File: config.mk
export PLATFORM = sky130hd
export DESIGN_NAME = fqbe_cmd_queue
export DESIGN_NICKNAME = d
export VERILOG_FILES = /design/src/rtl/fqbe_pkg.sv /design/src/rtl/fqbe_cmd_queue.sv
export SDC_FILE = /design/constraint.sdc
export NUM_CORES = 1
export LEC_CHECK = 0
export BUFFER_PORTS_ARGS = -buffer_cell sky130_fd_sc_hd__buf_4
export CAP_MARGIN = 20
export CORE_MARGIN = 4
export CORE_UTILIZATION = 50
export DETAILED_ROUTE_END_ITERATION = 16
export HOLD_SLACK_MARGIN = 0.12
export PLACE_DENSITY = 0.84
export SETUP_SLACK_MARGIN = 0.3
export SLEW_MARGIN = 5
export SYNTH_ARGS = -nofsm -noshare
export SYNTH_HDL_FRONTEND = slang
export SYNTH_SLANG_ARGS = --single-unit
export TNS_END_PERCENT = 10
File: constraint.sdc
create_clock -name clk -period 3.5 [get_ports clk]
set_clock_uncertainty 0.1 [all_clocks]
set_input_delay 0.35 -clock clk [delete_from_list [all_inputs] [get_ports clk]]
set_output_delay 0.35 -clock clk [all_outputs]
set_load 0.05 [all_outputs]
File: src/rtl/fqbe_pkg.sv
package fqbe_pkg;

  // Ring size
  localparam int DEPTH = 64;
  localparam int IDX_W = (DEPTH > 1) ? $clog2(DEPTH) : 1;
  localparam int CNT_W = $clog2(DEPTH + 1);

  // Field widths
  localparam int LEN_W     = 24;
  localparam int TIME_W    = 48;
  localparam int WIN_W     = 31;
  localparam int BYTES_W   = LEN_W + 1;
  localparam int SPAN_W    = TIME_W + 1;
  localparam int OUT_CNT_W = 7;
  localparam int ENTRY_W   = LEN_W + TIME_W;

  // Configuration port
  localparam int CFG_IDX_W  = 1;
  localparam int CFG_DATA_W = WIN_W;

  typedef enum logic [CFG_IDX_W-1:0] {
    CFG_BYTE_BUDGET = 1'b0,
    CFG_AGE_WINDOW  = 1'b1
  } cfg_reg_t;

  localparam logic [LEN_W-1:0] BUDGET_RESET = LEN_W'(1048576);
  localparam logic [WIN_W-1:0] WINDOW_RESET = WIN_W'(10000);

  // Command queue between front and back
  localparam int QUEUE_DEPTH = 2;
  localparam int QPTR_W      = (QUEUE_DEPTH > 1) ? $clog2(QUEUE_DEPTH) : 1;
  localparam int QFILL_W     = $clog2(QUEUE_DEPTH + 1);

  typedef struct packed {
    logic [TIME_W-1:0] frame_time_ms;
    logic [LEN_W-1:0]  frame_len;
  } in_item_t;

  typedef struct packed {
    logic              accept;
    logic [LEN_W-1:0]  len;
    logic [TIME_W-1:0] ts;
  } cmd_t;

  typedef struct packed {
    logic [LEN_W-1:0] budget;
    logic [WIN_W-1:0] window;
  } cfg_t;

  typedef struct packed {
    logic [SPAN_W-1:0]    span_ms;
    logic [LEN_W-1:0]     byte_total;
    logic [OUT_CNT_W-1:0] frame_count;
    logic [OUT_CNT_W-1:0] evicted;
    logic                 accepted;
  } res_t;

  localparam int IN_W  = $bits(in_item_t);
  localparam int OUT_W = $bits(res_t);

  typedef enum logic [2:0] {
    ST_IDLE,
    ST_FULL_DROP,
    ST_APPEND,
    ST_BYTES,
    ST_AGE,
    ST_LOAD,
    ST_DONE
  } back_state_t;

endpackage

File: src/rtl/fqbe_cmd_queue.sv
module fqbe_cmd_queue
  import fqbe_pkg::*;
(
  input  logic clk,
  input  logic rst,
  input  logic push,
  input  cmd_t push_cmd,
  output logic full,
  input  logic pop,
  output logic not_empty,
  output cmd_t pop_cmd
);

  cmd_t              slots [QUEUE_DEPTH];
  logic [QPTR_W-1:0] wptr;
  logic [QPTR_W-1:0] rptr;
  logic [QFILL_W-1:0] fill;
  logic              do_push;
  logic              do_pop;

  function automatic logic [QPTR_W-1:0] ptr_inc(input logic [QPTR_W-1:0] p);
    return (p == QPTR_W'(QUEUE_DEPTH - 1)) ? '0 : p + 1'b1;
  endfunction

  assign full      = (fill == QFILL_W'(QUEUE_DEPTH));
  assign not_empty = (fill != '0);
  assign do_push   = push && !full;
  assign do_pop    = pop && not_empty;
  assign pop_cmd   = slots[rptr];

  always_ff @(posedge clk) begin
    if (do_push) begin
      slots[wptr] <= push_cmd;
    end
  end

  always_ff @(posedge clk) begin
    if (rst) begin
      wptr <= '0;
      rptr <= '0;
      fill <= '0;
    end else begin
      if (do_push) begin
        wptr <= ptr_inc(wptr);
      end
      if (do_pop) begin
        rptr <= ptr_inc(rptr);
      end
      if (do_push && !do_pop) begin
        fill <= fill + 1'b1;
      end else if (do_pop && !do_push) begin
        fill <= fill - 1'b1;
      end
    end
  end

  a_fill_range: assert property (@(posedge clk) disable iff (rst)
    fill <= QFILL_W'(QUEUE_DEPTH))
    else $error("command queue fill beyond depth");

  a_fill_track: assert property (@(posedge clk) disable iff (rst)
    (do_push && !do_pop) |=> (fill != '0))
    else $error("command queue lost a pushed command");

  a_empty_ptrs: assert property (@(posedge clk) disable iff (rst)
    (fill == '0) |-> (wptr == rptr))
    else $error("command queue pointers disagree when empty");

endmodule

=== Yosys cells after proc, flatten, opt, wreduce, memory -nomap -nowiden ===
Memories as Yosys holds them, arrays and structs flattened. A register that Yosys moved wholly into a read port is not among the register bits.
Cells that the tools add are included.

* Add/sub/neg operators: 4
* Equality and inequality tests: 1
* Mux-type cells: 8
* Reduce and logical (&&, ||, !) cells: 9

{| class="wikitable"
|+ Operator list
! cell !! count
|-
| 1-bit two-way mux || 6
|-
| 1-bit logical AND || 4
|-
| 2-bit two-way mux || 2
|-
| 2-bit nonzero test || 2
|-
| 1-bit logical NOT || 3
|-
| 1-bit adder (second input constant) || 2
|-
| 2-bit by 1-bit adder with 2-bit output (second input constant) || 1
|-
| 2-bit == test (second input constant) || 1
|-
| 2-bit by 1-bit subtractor with 2-bit output (second input constant) || 1
|}

* Register bits after elaboration: 4
* Bits in writable memories: 146
* Bits of input ports: 77
* Output and inout bits: 75
* Word-level logic and storage cells: 26
* Memories: 1

{| class="wikitable"
|+ Memory list
! name !! words !! width !! rd ports !! clocked after Yosys merged registers in !! wr ports !! RTL line !! text
|-
| slots || 2 || 73 || 1 || 1 || 1 || fqbe_cmd_queue.sv:14 || <nowiki>cmd_t slots [QUEUE_DEPTH];</nowiki>
|}

=== Longest topological paths before layout ===
* Word-level depth: 7
* Depth in mapped cells: 6
* Depth with buffers taken out: 6

=== Worst setup path before layout ===
No wires, ideal clock.

* Kind: reg-to-reg
* Start point: reg fill[1]
* End point: mem slots[1][0] (netlist bit) (enable)
* Setup time: 0.439 ns
* Arrival: 2.448 ns
* Data required time: 2.961 ns
* Path slack: 0.512 ns
* Stages on the path, launching flop included: 4
* Buffers on the path: 0
* Clock period less this slack: 2.988 ns
* Path through: dfxtp_1 > nor2b_2 > nor2_1 > and2_1

* Longest elaborated chain between the ends: 5

{| class="wikitable"
|+ Ends and longest elaborated chain
! item !! RTL line !! text
|-
| from (decl) || fqbe_cmd_queue.sv:17 || <nowiki>logic [QFILL_W-1:0] fill;</nowiki>
|-
| from (signal assigned) || fqbe_cmd_queue.sv:50 || <nowiki>fill <= fill + 1'b1;</nowiki>
|-
| from (signal assigned) || fqbe_cmd_queue.sv:52 || <nowiki>fill <= fill - 1'b1;</nowiki>
|-
| 2-bit == test || fqbe_cmd_queue.sv:25 || <nowiki>assign full = (fill == QFILL_W'(QUEUE_DEPTH));</nowiki>
|-
| net full || fqbe_cmd_queue.sv:8 || <nowiki>output logic full,</nowiki>
|-
| 1-bit logical NOT || fqbe_cmd_queue.sv:27 || <nowiki>assign do_push = push && !full;</nowiki>
|-
| 1-bit logical AND || fqbe_cmd_queue.sv:27 ||
|-
| net do_push || fqbe_cmd_queue.sv:18 || <nowiki>logic do_push;</nowiki>
|-
| 1-bit two-way mux || fqbe_cmd_queue.sv:32 || <nowiki>if (do_push) begin</nowiki>
|-
| 1-bit two-way mux (implied by the code) || fqbe_cmd_queue.sv:33 || <nowiki>slots[wptr] <= push_cmd;</nowiki>
|-
| to (decl) || fqbe_cmd_queue.sv:14 ||
|}

The timed path passes the listed nets, and every way through them passes these cells.

==> qor.txt <==
Outcome: complete, no violations
Synth Area per Inst: 21.8 µm²
Final Cycle Share: 75.6%
Nets: 568
Antenna violations before repair: 0
Post-CTS Resized: 0
Syn Std Cell Area: 5480 µm²
GRT Util Overall: 18.1%
H-Tree Depth: 4
Measured slew at the worst slew-check pin: 1010 ps
Critical Path Source Type: register
Die W: 113 µm
Hold path startpoint: pop
First-pass GRT wire length: 17400 µm
Synth cell count leaders: edfxtp_1 (146), mux2_2 (73), buf_4 (7), dfxtp_1 (5), nor2_1 (4)
Worst stage delay on the critical path: 1000 ps
Critical Path RT: 3050 ps
Final hold violations: 0
Gr ovfl total: 0
Total CTS buffers: 17
Setup TNS: 0 ps
CTS Sinks: 151
Placed cell count: 532
Number of synthesized flops with an enable pin: 146
Dpl hpwl: 6220 µm
Postcts setup bufs: 0
Initial Util: 52.2%
Overall Power: 6.30 mW
Routability congestion estimate: 0.719
Post-synthesis sequential area ratio: 81.8%
Root Driver: clkbuf_8
Largest area contributor in the netlist: edfxtp_1
Crit-path cells: mux2_2 > buf_4
Iteration-0 DRC Markers: 121
Asr flop ratio synth: 0%
Synth unique cells: 15
Final wirelength: 11400 µm
Port Buffers: 151
Worst R2R Start: fill[0]$_SDFFE_PP0P_
Vias in the first global route: 3393
Synth top area share: 79.9%
Kind of end point of the critical path: output pin
DRC: 0
Post-route ant nets: 0
Critical path fanouts, max: 73
Total power divided by cell area: 783 nW/µm²
Vias: 3131
Clk slew on worst S/H paths: 60 ps
Clock Tree Buf Depth: 2
Yosys warning total: 0
TritonCTS clock tree: done
Synth Instances: 252
Post-Syn Nets: 330
Crit Path Category: register to output pin
Most common cell in the netlist: edfxtp_1
Syn-to-layout area delta: 46.7%
Fmax: 0.378 GHz
Max VDD drop: 0.581 mV
Share of cells above drive strength 1: 51.9%
Fin crit period: 2640 ps
Setup Viol. Count Final: 0
Critical path's slowest cell: dfxtp_4
Drt via density: 4.89
Core Box Area: 10500 µm²
Worst-Skew Late Latency: 510 ps
Final Non-Filler Cells: 640
IO Pins: 152
Max Cap Viol: 0
Seq cells post-synth: 151
Main synth FF type: edfxtp_1
Die Y: 113 µm
Avg WL per Cell: 17.9 µm
Largest net degree at the start of global routing: 74
P_leak: 3.03 nW
Die area: 12700 µm²
Num rows: 37
CP arrival: 2190 ps
Pins over their slew limit: 0
Ranking of synthesized cells by area: edfxtp_1 (80%), mux2_2 (15%), dfxtp_1 (1.8%)
First-pass iteration count of the detailed router: 4
RSZ-0062 raised after global routing: false
Hold Path Class: primary input to register
Slew margin rel.: 32.9%
## final timing paths
kind	endpoint	slack, ps	cells after the start
min reg2reg	wptr$_SDFFE_PP0P_	400	2
min	rptr$_SDFFE_PP0P_	210	4
max reg2reg	slots[0][5]$_DFFE_PP_	1320	4
max	pop_cmd[49]	860	2
## critical path, delay by kind of cell (launching register included)
family / cells / cell delay (ps)
flip-flops: 1 / 1000
multiplexers: 1 / 440
buffers and inverters: 1 / 200
## report_power, final
group	internal, mW	switching, mW
sequential	2.28	0.177
combinational	0.799	1.45
clock	0.923	0.674
total	4.00	2.30
## cell type report
class	instances	area, µm²
Antenna cell	1	2.50
Clock buffer	21	459
Clock inverter	11	76.3
Fill cell	575	2460
Inverter	2	7.51
Multi-Input combinational cell	91	937
Sequential cell	151	4490
Tap cell	136	170
Timing Repair Buffer	227	1900
## layout by cell type (no fill, tap or decap), drive strengths merged, types with 4 or more instances in the layout
| cell type | n |
|---|---|
| nor2 | 4 |
| buf | 152 |
| mux2 | 73 |
| dlygate4sd3 | 75 |
| clkbuf | 21 |
| clkinv | 4 |
| edfxtp | 146 |
| clkinvlp | 7 |
| dfxtp | 5 |
## registers in the layout, indices dropped and copies added (netlist names), named ones only
name   count
fill       2
rptr       1
slots    146
wptr       1
## layer usage
layer	share of wire (%)	vias to the layer above	wire, µm	GRT usage, %
li1	-	1473	-	-
met3	5.4	19	619	4.60
met4	2.0	0	229	8.09
met1	38	1525	4400	20.7
met2	54	114	6190	32.1
met5	0	-	0	0
## cells by family (layout without fill, tap and decap cells)
group / after synthesis / after routing / share of synthesized area, %
buffers and inverters: 10 / 261 / 1.19
xor gates and xnor gates: 3 / 3 / 0.479
and+or+nand+nor: 9 / 9 / 0.890
AOI/OAI and AO/OA: 5 / 5 / 0.456
DFF: 151 / 151 / 81.8
other: 0 / 1 / 0
adders and majority gates: 1 / 1 / 0.228
muxes: 73 / 73 / 15.0
## metrics by stage
stage / utilization (%) / setup WS [ps] / area, µm² / hold WS, ps
finish: 76.6 / 855 / 8050 / 209
global route: 76.5 / 757 / 8040 / 214
CTS: 76.5 / 837 / 8040 / 193
detailed placement: 64.3 / 1300 / 6760 / 379
global placement: 64.3 / 1350 / 6760 / 376
floorplan: - / 512 / 5480 / 319
## timing repair
| action | CTS | global route |
|---|---|---|
| hold buffers | 75 | 0 |
| endpoints found under the setup margin | 0 | 0 |
| hold endpoints to repair | 151 | 0 |
Note: power is estimated with default switching activity, not from simulation.
