### src/rtl/fqbe_pkg.sv
package fqbe_pkg;

  // Ring size
  localparam int DEPTH = 64;
  localparam int IDX_W = (DEPTH > 1) ? $clog2(DEPTH) : 1;
  localparam int CNT_W = $clog2(DEPTH + 1);

  // Field widths
  localparam int LEN_W     = 24;
  localparam int TIME_W    = 48;
  localparam int WIN_W     = 31;
  localparam int BYTES_W   = LEN_W + 1;
  localparam int SPAN_W    = TIME_W + 1;
  localparam int OUT_CNT_W = 7;
  localparam int ENTRY_W   = LEN_W + TIME_W;

  // Configuration port
  localparam int CFG_IDX_W  = 1;
  localparam int CFG_DATA_W = WIN_W;

  typedef enum logic [CFG_IDX_W-1:0] {
    CFG_BYTE_BUDGET = 1'b0,
    CFG_AGE_WINDOW  = 1'b1
  } cfg_reg_t;

  localparam logic [LEN_W-1:0] BUDGET_RESET = LEN_W'(1048576);
  localparam logic [WIN_W-1:0] WINDOW_RESET = WIN_W'(10000);

  // Command queue between front and back
  localparam int QUEUE_DEPTH = 2;
  localparam int QPTR_W      = (QUEUE_DEPTH > 1) ? $clog2(QUEUE_DEPTH) : 1;
  localparam int QFILL_W     = $clog2(QUEUE_DEPTH + 1);

  typedef struct packed {
    logic [TIME_W-1:0] frame_time_ms;
    logic [LEN_W-1:0]  frame_len;
  } in_item_t;

  typedef struct packed {
    logic              accept;
    logic [LEN_W-1:0]  len;
    logic [TIME_W-1:0] ts;
  } cmd_t;

  typedef struct packed {
    logic [LEN_W-1:0] budget;
    logic [WIN_W-1:0] window;
  } cfg_t;

  typedef struct packed {
    logic [SPAN_W-1:0]    span_ms;
    logic [LEN_W-1:0]     byte_total;
    logic [OUT_CNT_W-1:0] frame_count;
    logic [OUT_CNT_W-1:0] evicted;
    logic                 accepted;
  } res_t;

  localparam int IN_W  = $bits(in_item_t);
  localparam int OUT_W = $bits(res_t);

  typedef enum logic [2:0] {
    ST_IDLE,
    ST_FULL_DROP,
    ST_APPEND,
    ST_BYTES,
    ST_AGE,
    ST_LOAD,
    ST_DONE
  } back_state_t;

endpackage

### src/rtl/fqbe_front.sv
module fqbe_front
  import fqbe_pkg::*;
(
  input  logic                  clk,
  input  logic                  rst,
  input  logic                  s_tvalid,
  output logic                  s_tready,
  input  logic [IN_W-1:0]       s_tdata,
  input  logic                  cfg_we,
  input  logic [CFG_IDX_W-1:0]  cfg_index,
  input  logic [CFG_DATA_W-1:0] cfg_wdata,
  output cfg_t                  cfg,
  input  logic                  q_full,
  output logic                  q_push,
  output cmd_t                  q_cmd
);

  logic [LEN_W-1:0] budget;
  logic [WIN_W-1:0] window;
  in_item_t         item;

  // Hold the configuration registers
  always_ff @(posedge clk) begin
    if (rst) begin
      budget <= BUDGET_RESET;
      window <= WINDOW_RESET;
    end else if (cfg_we) begin
      unique case (cfg_reg_t'(cfg_index))
        CFG_BYTE_BUDGET: budget <= cfg_wdata[LEN_W-1:0];
        CFG_AGE_WINDOW:  window <= cfg_wdata[WIN_W-1:0];
        default: ;
      endcase
    end
  end

  assign cfg.budget = budget;
  assign cfg.window = window;

  // Classify: zero length or above budget is a reject
  assign item          = in_item_t'(s_tdata);
  assign s_tready      = !q_full;
  assign q_push        = s_tvalid && !q_full;
  assign q_cmd.accept  = (item.frame_len != '0) && (item.frame_len <= budget);
  assign q_cmd.len     = item.frame_len;
  assign q_cmd.ts      = item.frame_time_ms;

endmodule

### config.mk
export PLATFORM = sky130hd
export DESIGN_NAME = fqbe_front
export DESIGN_NICKNAME = d
export VERILOG_FILES = /design/src/rtl/fqbe_pkg.sv /design/src/rtl/fqbe_front.sv
export SDC_FILE = /design/constraint.sdc
export NUM_CORES = 1
export LEC_CHECK = 0
export BUFFER_PORTS_ARGS = -buffer_cell sky130_fd_sc_hd__buf_2
export CELL_PAD_IN_SITES_DETAIL_PLACEMENT = 0
export CELL_PAD_IN_SITES_GLOBAL_PLACEMENT = 1
export CORE_MARGIN = 5
export CORE_UTILIZATION = 24
export DETAILED_ROUTE_END_ITERATION = 10
export GPL_TIMING_DRIVEN = 0
export PLACE_DENSITY = 0.8
export REMOVE_ABC_BUFFERS = 1
export SLEW_MARGIN = 20
export SYNTH_ARGS = -nofsm -noshare
export SYNTH_HDL_FRONTEND = slang
export SYNTH_SLANG_ARGS = --single-unit
### constraint.sdc
create_clock -name clk -period 1.85 [get_ports clk]
set_clock_uncertainty 0.1 [all_clocks]
set_input_delay 0.2775 -clock clk [delete_from_list [all_inputs] [get_ports clk]]
set_output_delay 0.2775 -clock clk [all_outputs]
set_load 0.01 [all_outputs]
# After elaboration in Yosys (flattened, before gate mapping)
# Index checks and enable logic that the tools add are counted.
dict set report totals {
  n_memories 0
  latch_bits 0
  ramBits 0
  mem_bits_ro 0
  register_bits 55
  inputBits 109
  out_inout_bits 130
  word_cells 10
}
dict set report classes {
  shifts 0
  n_reduce_logical 6
  mux 0
  order_cmp 1
  n_mul 0
  bitwise 1
  add_sub_neg 0
  eq_ne 0
  div_mod_pow 0
}
# operator n
set op_table {}
lappend op_table {{<= comparator 24 bit} 1}
lappend op_table {{nonzero test 24 bit} 1}
lappend op_table {{AND reduction 2 bit} 2}
lappend op_table {{logical AND 1 bit} 2}
lappend op_table {{logical NOT 1 bit} 1}
lappend op_table {{NOT 1 bit} 1}

# Logic depth before layout (Yosys ltp)
# Gate-level depths: netlist (run 1).
dict set report depth {
  depth_word 2
  ltp_mapped 7
  ltp_nobuf 7
}

# Worst setup path before layout (run 1)
# Ideal clock, no wire load.
dict set report synth_timing {
  path_kind {register to output}
  from {register budget[19]}
  to {output port q_cmd[72] (netlist bit)}
  arrival_ns 1.691
  path_buffers 0
  required_ns 1.472
  slack_ns -0.219
  stages_incl_launch_ff 8
  cell_sequence {dfxtp_1 -> inv_1 -> ha_1 -> a41oi_2 -> o21ai_2 -> a221oi_2 -> o311ai_1 -> a221oi_2}
}
# item line_no
set synth_rtl {}
lappend synth_rtl {{from (decl)} fqbe_front.sv:18} ;# logic [LEN_W-1:0] budget;
lappend synth_rtl {{from (signal assigned)} fqbe_front.sv:29} ;# CFG_BYTE_BUDGET: budget <= cfg_wdata[LEN_W-1:0];
lappend synth_rtl {{to (decl)} fqbe_front.sv:15} ;# output cmd_t q_cmd

==> implementation parameters, run 1 <==
Parameter                              Value

STA
  RSZ-0062 raised after global routing ... yes
  Summed negative setup slack over all endpoints ... -0.577 ns
  Remaining max-slew budget at the tightest pin ... 0.317
  Minimum clock period ... 2.43 ns
  Final-report setup violation count ... 1
  Pins over their slew limit ... 0
  Upper clock frequency limit ... 0.412 GHz
  Worst-case hold slack ... ~0.10 ns
  Slew at the pin closest to its max-slew limit ... around 1.0 ns
  Final-report hold violation count ... 0
  Worst-case setup margin in the final layout ... -0.577 ns
  Final cycle utilization of the critical path ... 1.31

Detailed routing
  Post-route DRC ... 0
  Routed Antenna Nets ... 0
  Vias post-DR ... 2835
  Drt wl/cell ... between 15 and 20 µm
  First-iteration detailed-routing DRC count ... 85
  Vias/cell ... between 4 and 5
  Detailed-router iteration count before antenna repair ... 4
  Post-detailed-routing wire length ... 11900 µm

Place
  Placed inst area ... about 3500 µm²
  Routability-driven placement congestion ratio ... between 0.7 and 0.8
  Placed cell count ... between 600 and 700
  Number of I/O port buffers ... around 140
  HPWL after DPL ... ~9400 µm

Worst setup path
  Kind of capture point of the worst setup path ... output port
  Critical path class ... register to output port
  Setup crit start ... budget[18]
  Maximum net fanout on the critical path ... 3
  Data required time at the worst endpoint ... approximately 1.5 ns
  Crit path launch type ... register
  Number of cells on the worst reg-to-reg path ... 3
  Endpoint of the lowest-slack register-to-register path ... budget[20]
  Origin of the critical flop-to-flop path ... budget[20]
  Minimum setup slack among reg-to-reg paths ... around 0.93 ns
  Worst path arrival time ... around 2.1 ns

Global routing
  Largest net degree at the start of global routing ... 56
  Overflow after GRT ... 0
  Total GRT Usage ... 0.150
  Via count of the first global-routing pass ... between 2000 and 3000
  Global-route wire length before repair ... 17700 µm
  Antenna violations before repair ... 0

Final layout
  Total Nets Final ... 604
  Most frequent standard cell in the layout excluding fill and tap cells ... sky130_fd_sc_hd__buf_2
  Most used cells in the layout excluding fill and tap cells ... 142 x sky130_fd_sc_hd__buf_2, 114 x sky130_fd_sc_hd__nand2_1, 56 x sky130_fd_sc_hd__a21oi_1
  Count of antenna diodes in the layout ... 0
  Layout fillers ... between 1000 and 1500
  Layout cells sized above 1 ... 0.388
  Design area ... around 3800 µm²
  Area added between synthesis and finish ... 20.0%
  Final cell count without fillers ... approximately 640

Power
  Largest vdd supply drop ... 0.342 mV
  Power per Cell Area ... roughly 750 nW/µm²
  Overall power after layout ... about 2.8 mW
  Static Leak ... around 1.7 nW

Hold path
  Hold depth ... 3
  End point of the worst hold path ... window[13]
  Tightest Hold Check Type ... input pin to register
  Hold Crit Start ... cfg_wdata[13]

CTS
  Number of buffers inserted for hold repair after clock tree synthesis ... 0
  Number of buffers inserted during clock tree synthesis ... 5
  Clock H-tree levels ... 2
  TritonCTS clock tree ... built
  Worst-case clock buffer depth ... 2
  Clock latency on the worst-skew pair ... approximately 0.3 ns
  Clock-pin slew reported for the worst setup and hold paths after clock tree synthesis ... approximately 0.07 ns
  Clk Tree Root Cell ... sky130_fd_sc_hd__clkbuf_16
  Count of clock tree sinks ... 55

Yosys
  Area of the mapped netlist ... 3140 µm²
  Count of different cell masters after synthesis ... 28
  Most area-hungry cell type in the Yosys netlist ... sky130_fd_sc_hd__dfxtp_1
  Count of warnings emitted by yosys ... 0
  Register bit total from synthesis ... 55
  Post-synthesis average cell area ... ~7.7 µm²
  Syn Inst Count ... ~400
  Yosys top cell area share ... 0.351
  Biggest area contributors in the synthesized netlist ... sky130_fd_sc_hd__dfxtp_1 35%, sky130_fd_sc_hd__buf_4 17%, sky130_fd_sc_hd__nand2_1 14%
  Sequential-to-total area share from yosys stat ... 0.351

Floorplanning
  Initial core utilization ... 0.247
  Width of the chip ... roughly 120 µm
  Floorplan core area ... 12700 µm²
  Full die area ... around 15000 µm²
  Die Y-Extent ... around 120 µm
  Number of I/O pins ... between 200 and 250
  Standard-cell rows ... between 40 and 50

Run
  Max-cap violations ... 0

Outcome
  Outcome ... finished with violations
  Violations in the final reports ... setup timing
## logic make-up after synthesis
family	synth area share
compound gates	0.123
buf+inv	0.226
flops	0.351
simple gates	0.204
fa+ha+maj	0.0957
## area by class of cell
cell class	instances	area [µm²]	share of cell area
Inverter	26	97.6	0.0259
Sequential cell	55	1110	0.295
Clock buffer	8	156	0.0415
Tap cell	172	215	0.0572
Timing Repair Buffer	144	726	0.193
Multi-Input combinational cell	239	1460	0.388
## flip-flops by register name (all words and copies together) (netlist names)
| name | flops |
|---|---|
| window | 31 |
| budget | 24 |
## power breakdown
part | leakage, nW | switching, mW | internal (mW) | total, mW
logic | 1.15 | 0.314 | 0.231 | 0.545
clock network | 0.0772 | 0.441 | 0.578 | 1.02
registers | 0.454 | 0.0324 | 1.24 | 1.28
## worst max-delay path: stages, from the launching register on
cell	delay (ns)
sky130_fd_sc_hd__dfxtp_2	0.35
sky130_fd_sc_hd__inv_2	0.05
sky130_fd_sc_hd__ha_4	0.22
sky130_fd_sc_hd__a41oi_2	0.17
sky130_fd_sc_hd__o21ai_2	0.10
sky130_fd_sc_hd__a221oi_4	0.28
sky130_fd_sc_hd__o311ai_2	0.14
sky130_fd_sc_hd__a221oi_2	0.27
sky130_fd_sc_hd__buf_2	0.18
## worst max-delay path by stage
| stage | endpoint | slack (ns) | cells after the start |
|---|---|---|---|
| 6_report | q_cmd[72] | -0.58 | 8 |
| 5_1_grt | q_cmd[72] | -0.71 | 8 |
| 4_1_cts | q_cmd[72] | -0.63 | 8 |
| 3_5_place_dp | q_cmd[72] | -0.48 | 8 |
| 3_3_place_gp | budget[20] | -0.73 | 4 |
| 2_1_floorplan | q_cmd[72] | -0.22 | 7 |
## stage by stage
step	setup WS, ns	util
floorplan	-0.219	-
global placement	-0.733	0.271
detailed placement	-0.477	0.272
CTS	-0.634	0.295
global route	-0.705	0.296
finish	-0.577	0.296
## per-layer routing
metal | vias to the layer above | wire length, µm | track usage
li1 | 1381 | - | -
met1 | 1261 | 5160 | 0.180
met2 | 179 | 4580 | 0.194
met3 | 10 | 1930 | 0.130
met4 | 4 | 99 | 0.0284
met5 | - | 149 | 0.0882
## timing repair
| action | 4_1_cts | 5_1_grt |
|---|---|---|
| endpoints found under the hold margin | 0 | 0 |
| gates resized for setup | 20 | 3 |
| setup buffers | 2 | 0 |
| pin swaps | 5 | 2 |
| setup endpoints to repair | 1 | 1 |
## synthesized netlist by cell type
cell type / instances
sky130_fd_sc_hd__and2_1: 1
sky130_fd_sc_hd__nor2b_1: 3
sky130_fd_sc_hd__nand3_1: 2
sky130_fd_sc_hd__a41oi_2: 1
sky130_fd_sc_hd__nand3b_1: 5
sky130_fd_sc_hd__a211oi_1: 1
sky130_fd_sc_hd__and4_4: 1
sky130_fd_sc_hd__nand4_1: 5
sky130_fd_sc_hd__nand2b_1: 2
sky130_fd_sc_hd__and3_2: 1
sky130_fd_sc_hd__a21oi_1: 57
sky130_fd_sc_hd__nor3_1: 1
sky130_fd_sc_hd__nand2_1: 115
sky130_fd_sc_hd__nand3_2: 1
sky130_fd_sc_hd__buf_2: 2
sky130_fd_sc_hd__clkbuf_1: 16
sky130_fd_sc_hd__ha_1: 24
sky130_fd_sc_hd__o211ai_1: 1
sky130_fd_sc_hd__nor4_1: 7
sky130_fd_sc_hd__a211o_1: 2
sky130_fd_sc_hd__buf_4: 72
sky130_fd_sc_hd__dfxtp_1: 55
sky130_fd_sc_hd__inv_1: 26
sky130_fd_sc_hd__a221oi_2: 2
sky130_fd_sc_hd__o21ai_2: 1
sky130_fd_sc_hd__nor2_1: 4
sky130_fd_sc_hd__o21ai_0: 1
sky130_fd_sc_hd__o311ai_1: 1
Note: power is estimated with default switching activity, not from simulation.
==> run 2, diff against run 1 <==
Settings changed: CORE_MARGIN 5 to unset, CORE_UTILIZATION 24 to 26, HOLD_SLACK_MARGIN set to 0.12, PLACE_DENSITY 0.8 to 0.82.
Clock period 1.85 ns to 2.5 ns, I/O delays scaled along.
==> run 2 against run 1 <==
Against the previous run: wire length is 11% lower; setup slack better by 0.56 ns; utilization up 2.7 points; clock-buffer cell count is 1 lower; critical path depth is the same; the flow finishes with violations (DRC, setup timing); sequential power down 26%; power decreased by 28%; combinational power shrank 26%.
==> implementation parameters, run 2 (synthesis gave the netlist of run 1 again) <==
Parameter                              Value

Outcome
  Outcome ... finished with violations
  Violations in the final reports ... DRC, setup timing

STA
  Slew at the pin closest to its max-slew limit ... 1.01 ns
  Pins over their slew limit ... 0
  Final-report hold violation count ... 0
  Final cycle utilization of the critical path ... 1.01
  Minimum clock period ... around 2.5 ns
  Final-report setup violation count ... 1
  Worst-case setup margin in the final layout ... -0.0168 ns
  Worst-case hold slack ... 0.197 ns
  Upper clock frequency limit ... between 0.3 and 0.4 GHz
  RSZ-0062 raised after global routing ... yes
  Remaining max-slew budget at the tightest pin ... 0.326

Run
  Max-cap violations ... 0

CTS
  Number of buffers inserted during clock tree synthesis ... 5
  Clock-pin slew reported for the worst setup and hold paths after clock tree synthesis ... 0.07 ns
  Worst-case clock buffer depth ... 2
  TritonCTS clock tree ... built
  Clk Tree Root Cell ... sky130_fd_sc_hd__clkbuf_16
  Count of clock tree sinks ... 55
  Clock latency on the worst-skew pair ... about 0.30 ns
  Number of buffers inserted for hold repair after clock tree synthesis ... 0
  Clock H-tree levels ... 2

Place
  Number of I/O port buffers ... ~140
  Routability-driven placement congestion ratio ... ~0.7
  Placement Setup Slack ... -0.0604 ns
  HPWL after DPL ... around 8500 µm

Final layout
  Layout cells sized above 1 ... 0.389
  Count of antenna diodes in the layout ... 0
  Layout fillers ... about 1300
  Most used cells in the layout excluding fill and tap cells ... 142 x sky130_fd_sc_hd__buf_2, 114 x sky130_fd_sc_hd__nand2_1, 55 x sky130_fd_sc_hd__a21oi_1
  Largest registers ... window: 31 flops, budget: 24 flops
  Flip-flop count of the largest register, all copies and words added ... 31
  Total Nets Final ... 607
  Top reg by flops ... window
  Area added between synthesis and finish ... 19.1%
  Most frequent standard cell in the layout excluding fill and tap cells ... sky130_fd_sc_hd__buf_2

Detailed routing
  Drt wl/cell ... about 17 µm
  Detailed-router iteration count before antenna repair ... 7
  First-iteration detailed-routing DRC count ... roughly 110
  Routed Antenna Nets ... 0
  Post-detailed-routing wire length ... around 11000 µm
  Vias post-DR ... approximately 2800
  Vias/cell ... 4.51
  Post-route DRC ... 15

Floorplanning
  Full die area ... between 10000 and 15000 µm²
  Die Y-Extent ... approximately 110 µm
  Floorplan core area ... roughly 12000 µm²
  Standard-cell rows ... 39
  Width of the chip ... ~110 µm
  Number of I/O pins ... between 200 and 250
  Initial core utilization ... 0.271

Worst setup path
  Worst path arrival time ... roughly 2.0 ns
  Data required time at the worst endpoint ... 2.03 ns
  Maximum net fanout on the critical path ... 2
  Crit path launch type ... register
  Kind of capture point of the worst setup path ... output port
  Critical path class ... register to output port

Hold path
  Tightest Hold Check Type ... input pin to register

Global routing
  Total GRT Usage ... 0.170
  Antenna violations before repair ... 0
  Largest net degree at the start of global routing ... 56
  Overflow after GRT ... 0
  Via count of the first global-routing pass ... 2680
  Global-route wire length before repair ... between 15000 and 20000 µm

Power
  Power per Cell Area ... 545 nW/µm²
  Largest vdd supply drop ... 0.217 mV
  Static Leak ... between 1.5 and 2 nW
## run 2: critical path, stage by stage, from the launching register on
cell                       delay [ns]
sky130_fd_sc_hd__dfxtp_2         0.33
sky130_fd_sc_hd__inv_2           0.04
sky130_fd_sc_hd__ha_4            0.21
sky130_fd_sc_hd__a41oi_2         0.21
sky130_fd_sc_hd__o21ai_2         0.10
sky130_fd_sc_hd__a221oi_4        0.28
sky130_fd_sc_hd__o311ai_2        0.15
sky130_fd_sc_hd__a221oi_2        0.24
sky130_fd_sc_hd__buf_2           0.17
## run 2: final cells by class
| type | count | area (µm²) | area share |
|---|---|---|---|
| multi-input combinational | 239 | 1450 | 0.389 |
| sequential | 55 | 1110 | 0.298 |
| timing repair buffer | 147 | 756 | 0.202 |
| tap | 143 | 179 | 0.0479 |
| clock buffer | 7 | 133 | 0.0355 |
| inverter | 26 | 97.6 | 0.0261 |
| clock inverter | 1 | 5.00 | 0.00134 |
## run 2: path summary, 6_finish.rpt
kind                 startpoint          to  slack, ns  depth (start not counted)
setup / recovery     budget[17]   q_cmd[72]      -0.02                          8
hold / removal    cfg_wdata[20]  budget[20]       0.20                          2
setup reg to reg     budget[20]  budget[20]       1.60                          3
hold reg to reg      window[18]  window[18]       0.35                          2
## run 2: repair_timing
action	in CTS	in global routing
setup buffers	4	0
setup endpoints to repair	1	1
gates resized for setup	16	8
pin swaps	5	4
## run 2: metal layers
layer | part of all wire | vias to the layer above | global-route usage
met2 | 0.39 | 163 | 0.226
met3 | 0.15 | 8 | 0.118
met5 | 0.0051 | - | 0.0314
met4 | 0.0086 | 2 | 0.0514
met1 | 0.44 | 1224 | 0.211
li1 | - | 1389 | -
## run 2: report_power, final
part | switching (mW) | internal [mW] | total, mW
Combinational | 0.228 | 0.175 | 0.403
Clock | 0.318 | 0.372 | 0.690
Sequential | 0.0236 | 0.920 | 0.944
## run 2: through the flow
stage / instances / utilization / instance area [µm²] / setup TNS [ns] / power [mW]
after global placement: 605 / 0.295 / 3420 / -0.163 / 1.33
after floorplan: 320 / - / 2530 / 0 / 1.13
after global routing: 618 / 0.323 / 3730 / -0.122 / 2.17
after detailed placement: 606 / 0.297 / 3430 / -0.0604 / 1.34
final: 618 / 0.323 / 3730 / -0.0168 / 2.04
after CTS: 618 / 0.319 / 3690 / -0.109 / 2.08
==> run 3, diff against run 2 <==
Clock period 2.5 ns to 2.64 ns, I/O delays scaled along.
==> run 3 against run 2 <==
Against the previous run: the flow finishes with violations (DRC); highest routed layer unchanged; final cell count up 0.16%; combinational power down 5.0%; worst hold slack improved by 0.021 ns; power decreased by 5.2%; largest cell class unchanged; global-route usage is the same; critical path depth stayed put; sequential power is 5.4% lower; register-to-register slack gained 0.15 ns.
==> implementation parameters, run 3 (synthesis gave the netlist of run 1 again) <==
Parameter                              Value

Worst setup path
  Critical path class ... register to output port
  Kind of capture point of the worst setup path ... output port
  Endpoint of the lowest-slack register-to-register path ... budget[20]
  Number of cells on the worst reg-to-reg path ... 3
  Data required time at the worst endpoint ... ~2.1 ns
  Endpoint of the most critical setup path ... q_cmd[72]
  Worst path arrival time ... approximately 2.1 ns
  Origin of the critical flop-to-flop path ... budget[20]
  Maximum net fanout on the critical path ... 2
  Crit path launch type ... register
  Setup crit start ... budget[17]
  Minimum setup slack among reg-to-reg paths ... 1.75 ns

Floorplanning
  Full die area ... 12500 µm²
  Die Y-Extent ... 112 µm
  Standard-cell rows ... 39
  Number of I/O pins ... between 200 and 250
  Floorplan core area ... around 12000 µm²
  Initial core utilization ... 0.271
  Width of the chip ... about 110 µm

STA
  RSZ-0062 raised after global routing ... yes
  Slew at the pin closest to its max-slew limit ... approximately 1.0 ns
  Worst-case setup margin in the final layout ... around 0.083 ns
  Final-report hold violation count ... 0
  Upper clock frequency limit ... a little under 0.4 GHz
  Final-report setup violation count ... 0
  Pins over their slew limit ... 0
  Minimum clock period ... 2.56 ns
  Final cycle utilization of the critical path ... 0.969
  Remaining max-slew budget at the tightest pin ... 0.305

Detailed routing
  Vias post-DR ... 2805
  Vias/cell ... 4.53
  Routed Antenna Nets ... 0
  Drt wl/cell ... roughly 17 µm
  Routed metal-1 wire length ... about 4800 µm
  Total length of routed met2 wires ... ~4100 µm
  Amount of wire on met3 after detailed routing ... roughly 1600 µm
  First-iteration detailed-routing DRC count ... 111
  Top routing layer in use ... met5
  Detailed-router iteration count before antenna repair ... 7
  Post-detailed-routing wire length ... ~11000 µm
  Post-route DRC ... 15

CTS
  Number of buffers inserted during clock tree synthesis ... 5
  TritonCTS clock tree ... built
  Clk Tree Root Cell ... sky130_fd_sc_hd__clkbuf_16
  Count of clock tree sinks ... 55
  Worst-case clock buffer depth ... 2
  Clock latency on the worst-skew pair ... 0.30 ns
  Clock H-tree levels ... 2
  Clock-pin slew reported for the worst setup and hold paths after clock tree synthesis ... approximately 0.07 ns

Outcome
  Violations in the final reports ... DRC
  Outcome ... finished with violations

Final layout
  Layout fillers ... 1271
  Total Nets Final ... between 600 and 700
  Storage cell area ... between 1000 and 1500 µm²
  Layout cells sized above 1 ... 0.389
  Top reg by flops ... window
  Most frequent standard cell in the layout excluding fill and tap cells ... sky130_fd_sc_hd__buf_2
  Count of antenna diodes in the layout ... 0
  Area added between synthesis and finish ... 19.3%
  Largest registers ... window: 31 flops, budget: 24 flops
  Area occupied by multi-input gates ... 1450 µm²
  Most used cells in the layout excluding fill and tap cells ... 142 x sky130_fd_sc_hd__buf_2, 114 x sky130_fd_sc_hd__nand2_1, 55 x sky130_fd_sc_hd__a21oi_1
  Flip-flop count of the largest register, all copies and words added ... 31

Place
  HPWL after DPL ... roughly 8500 µm
  Routability-driven placement congestion ratio ... 0.699
  Number of I/O port buffers ... ~140
  Placement Setup Slack ... about 0.038 ns

Hold path
  Hold Crit Start ... cfg_wdata[20]
  Tightest Hold Check Type ... input pin to register

Run
  Max-cap violations ... 0

Global routing
  Overflow after GRT ... 0
  Antenna violations before repair ... 0
  Largest net degree at the start of global routing ... between 50 and 60
  Total GRT Usage ... 0.170
  Via count of the first global-routing pass ... about 2700
  Global-route wire length before repair ... about 16000 µm

Power
  Power per Cell Area ... around 520 nW/µm²
  Static Leak ... 1.69 nW
  Largest vdd supply drop ... 0.205 mV
  Overall power after layout ... between 1.5 and 2 mW
## run 3: changes by cell type in the layout (fill, tap and decap cells not counted)
| cell | change |
|---|---|
| sky130_fd_sc_hd__dfxtp_1 | +1 |
| sky130_fd_sc_hd__buf_4 | +1 |
| sky130_fd_sc_hd__dfxtp_2 | -1 |
## run 3: what timing repair did
item                                    4_1_cts  5_1_grt
hold buffers                                  0        0
setup buffers                                 4        1
endpoints found under the setup margin        1        1
resized for setup                            15        8
pin swaps                                     4        5
gates cloned                                  0        0
## run 3: area by class of cell
type | instances | share of cell area
timing repair buffer | 148 | 0.204
tap | 143 | 0.0478
inverter | 26 | 0.0261
clock inverter | 1 | 0.00134
multi-input combinational | 239 | 0.388
clock buffer | 7 | 0.0355
sequential | 55 | 0.297
## run 3: per-stage QoR
step	hold WS, ns	std cells	setup TNS (ns)	cell area, µm²	utilization
floorplan	0.365	320	0	2530	-
global placement	0.339	605	0	3420	0.295
detailed placement	0.346	606	0	3430	0.297
CTS	0.206	618	0	3690	0.319
global route	0.210	619	-0.0118	3740	0.323
finish	0.218	619	0	3740	0.323
## run 3: metal layers
metal  global-route usage  vias up
met2                0.226      167
li1                     -     1391
met4               0.0514        2
met5               0.0314        -
met3                0.118        8
met1                0.211     1237
## run 3: how the worst min path moves through the flow
stage	slack, ns	depth (start not counted)	endpoint
global placement	0.34	2	window[2]
finish	0.22	2	budget[20]
detailed placement	0.35	2	window[18]
global route	0.21	2	budget[20]
CTS	0.21	2	budget[20]
floorplan	0.37	1	budget[0]
## run 3: power breakdown
part / internal, mW / total (mW) / switching (mW) / leakage, nW
Clock: 0.352 / 0.653 / 0.302 / 0.0679
Combinational: 0.166 / 0.383 / 0.217 / 1.17
Sequential: 0.871 / 0.893 / 0.0223 / 0.454
Total: 1.39 / 1.93 / 0.541 / 1.69
## run 3: critical path: stages (launching register included)
cell	delay (ns)
sky130_fd_sc_hd__dfxtp_2	0.33
sky130_fd_sc_hd__inv_2	0.04
sky130_fd_sc_hd__ha_4	0.21
sky130_fd_sc_hd__a41oi_2	0.21
sky130_fd_sc_hd__o21ai_2	0.10
sky130_fd_sc_hd__a221oi_4	0.30
sky130_fd_sc_hd__o311ai_2	0.15
sky130_fd_sc_hd__a221oi_2	0.24
sky130_fd_sc_hd__buf_2	0.17
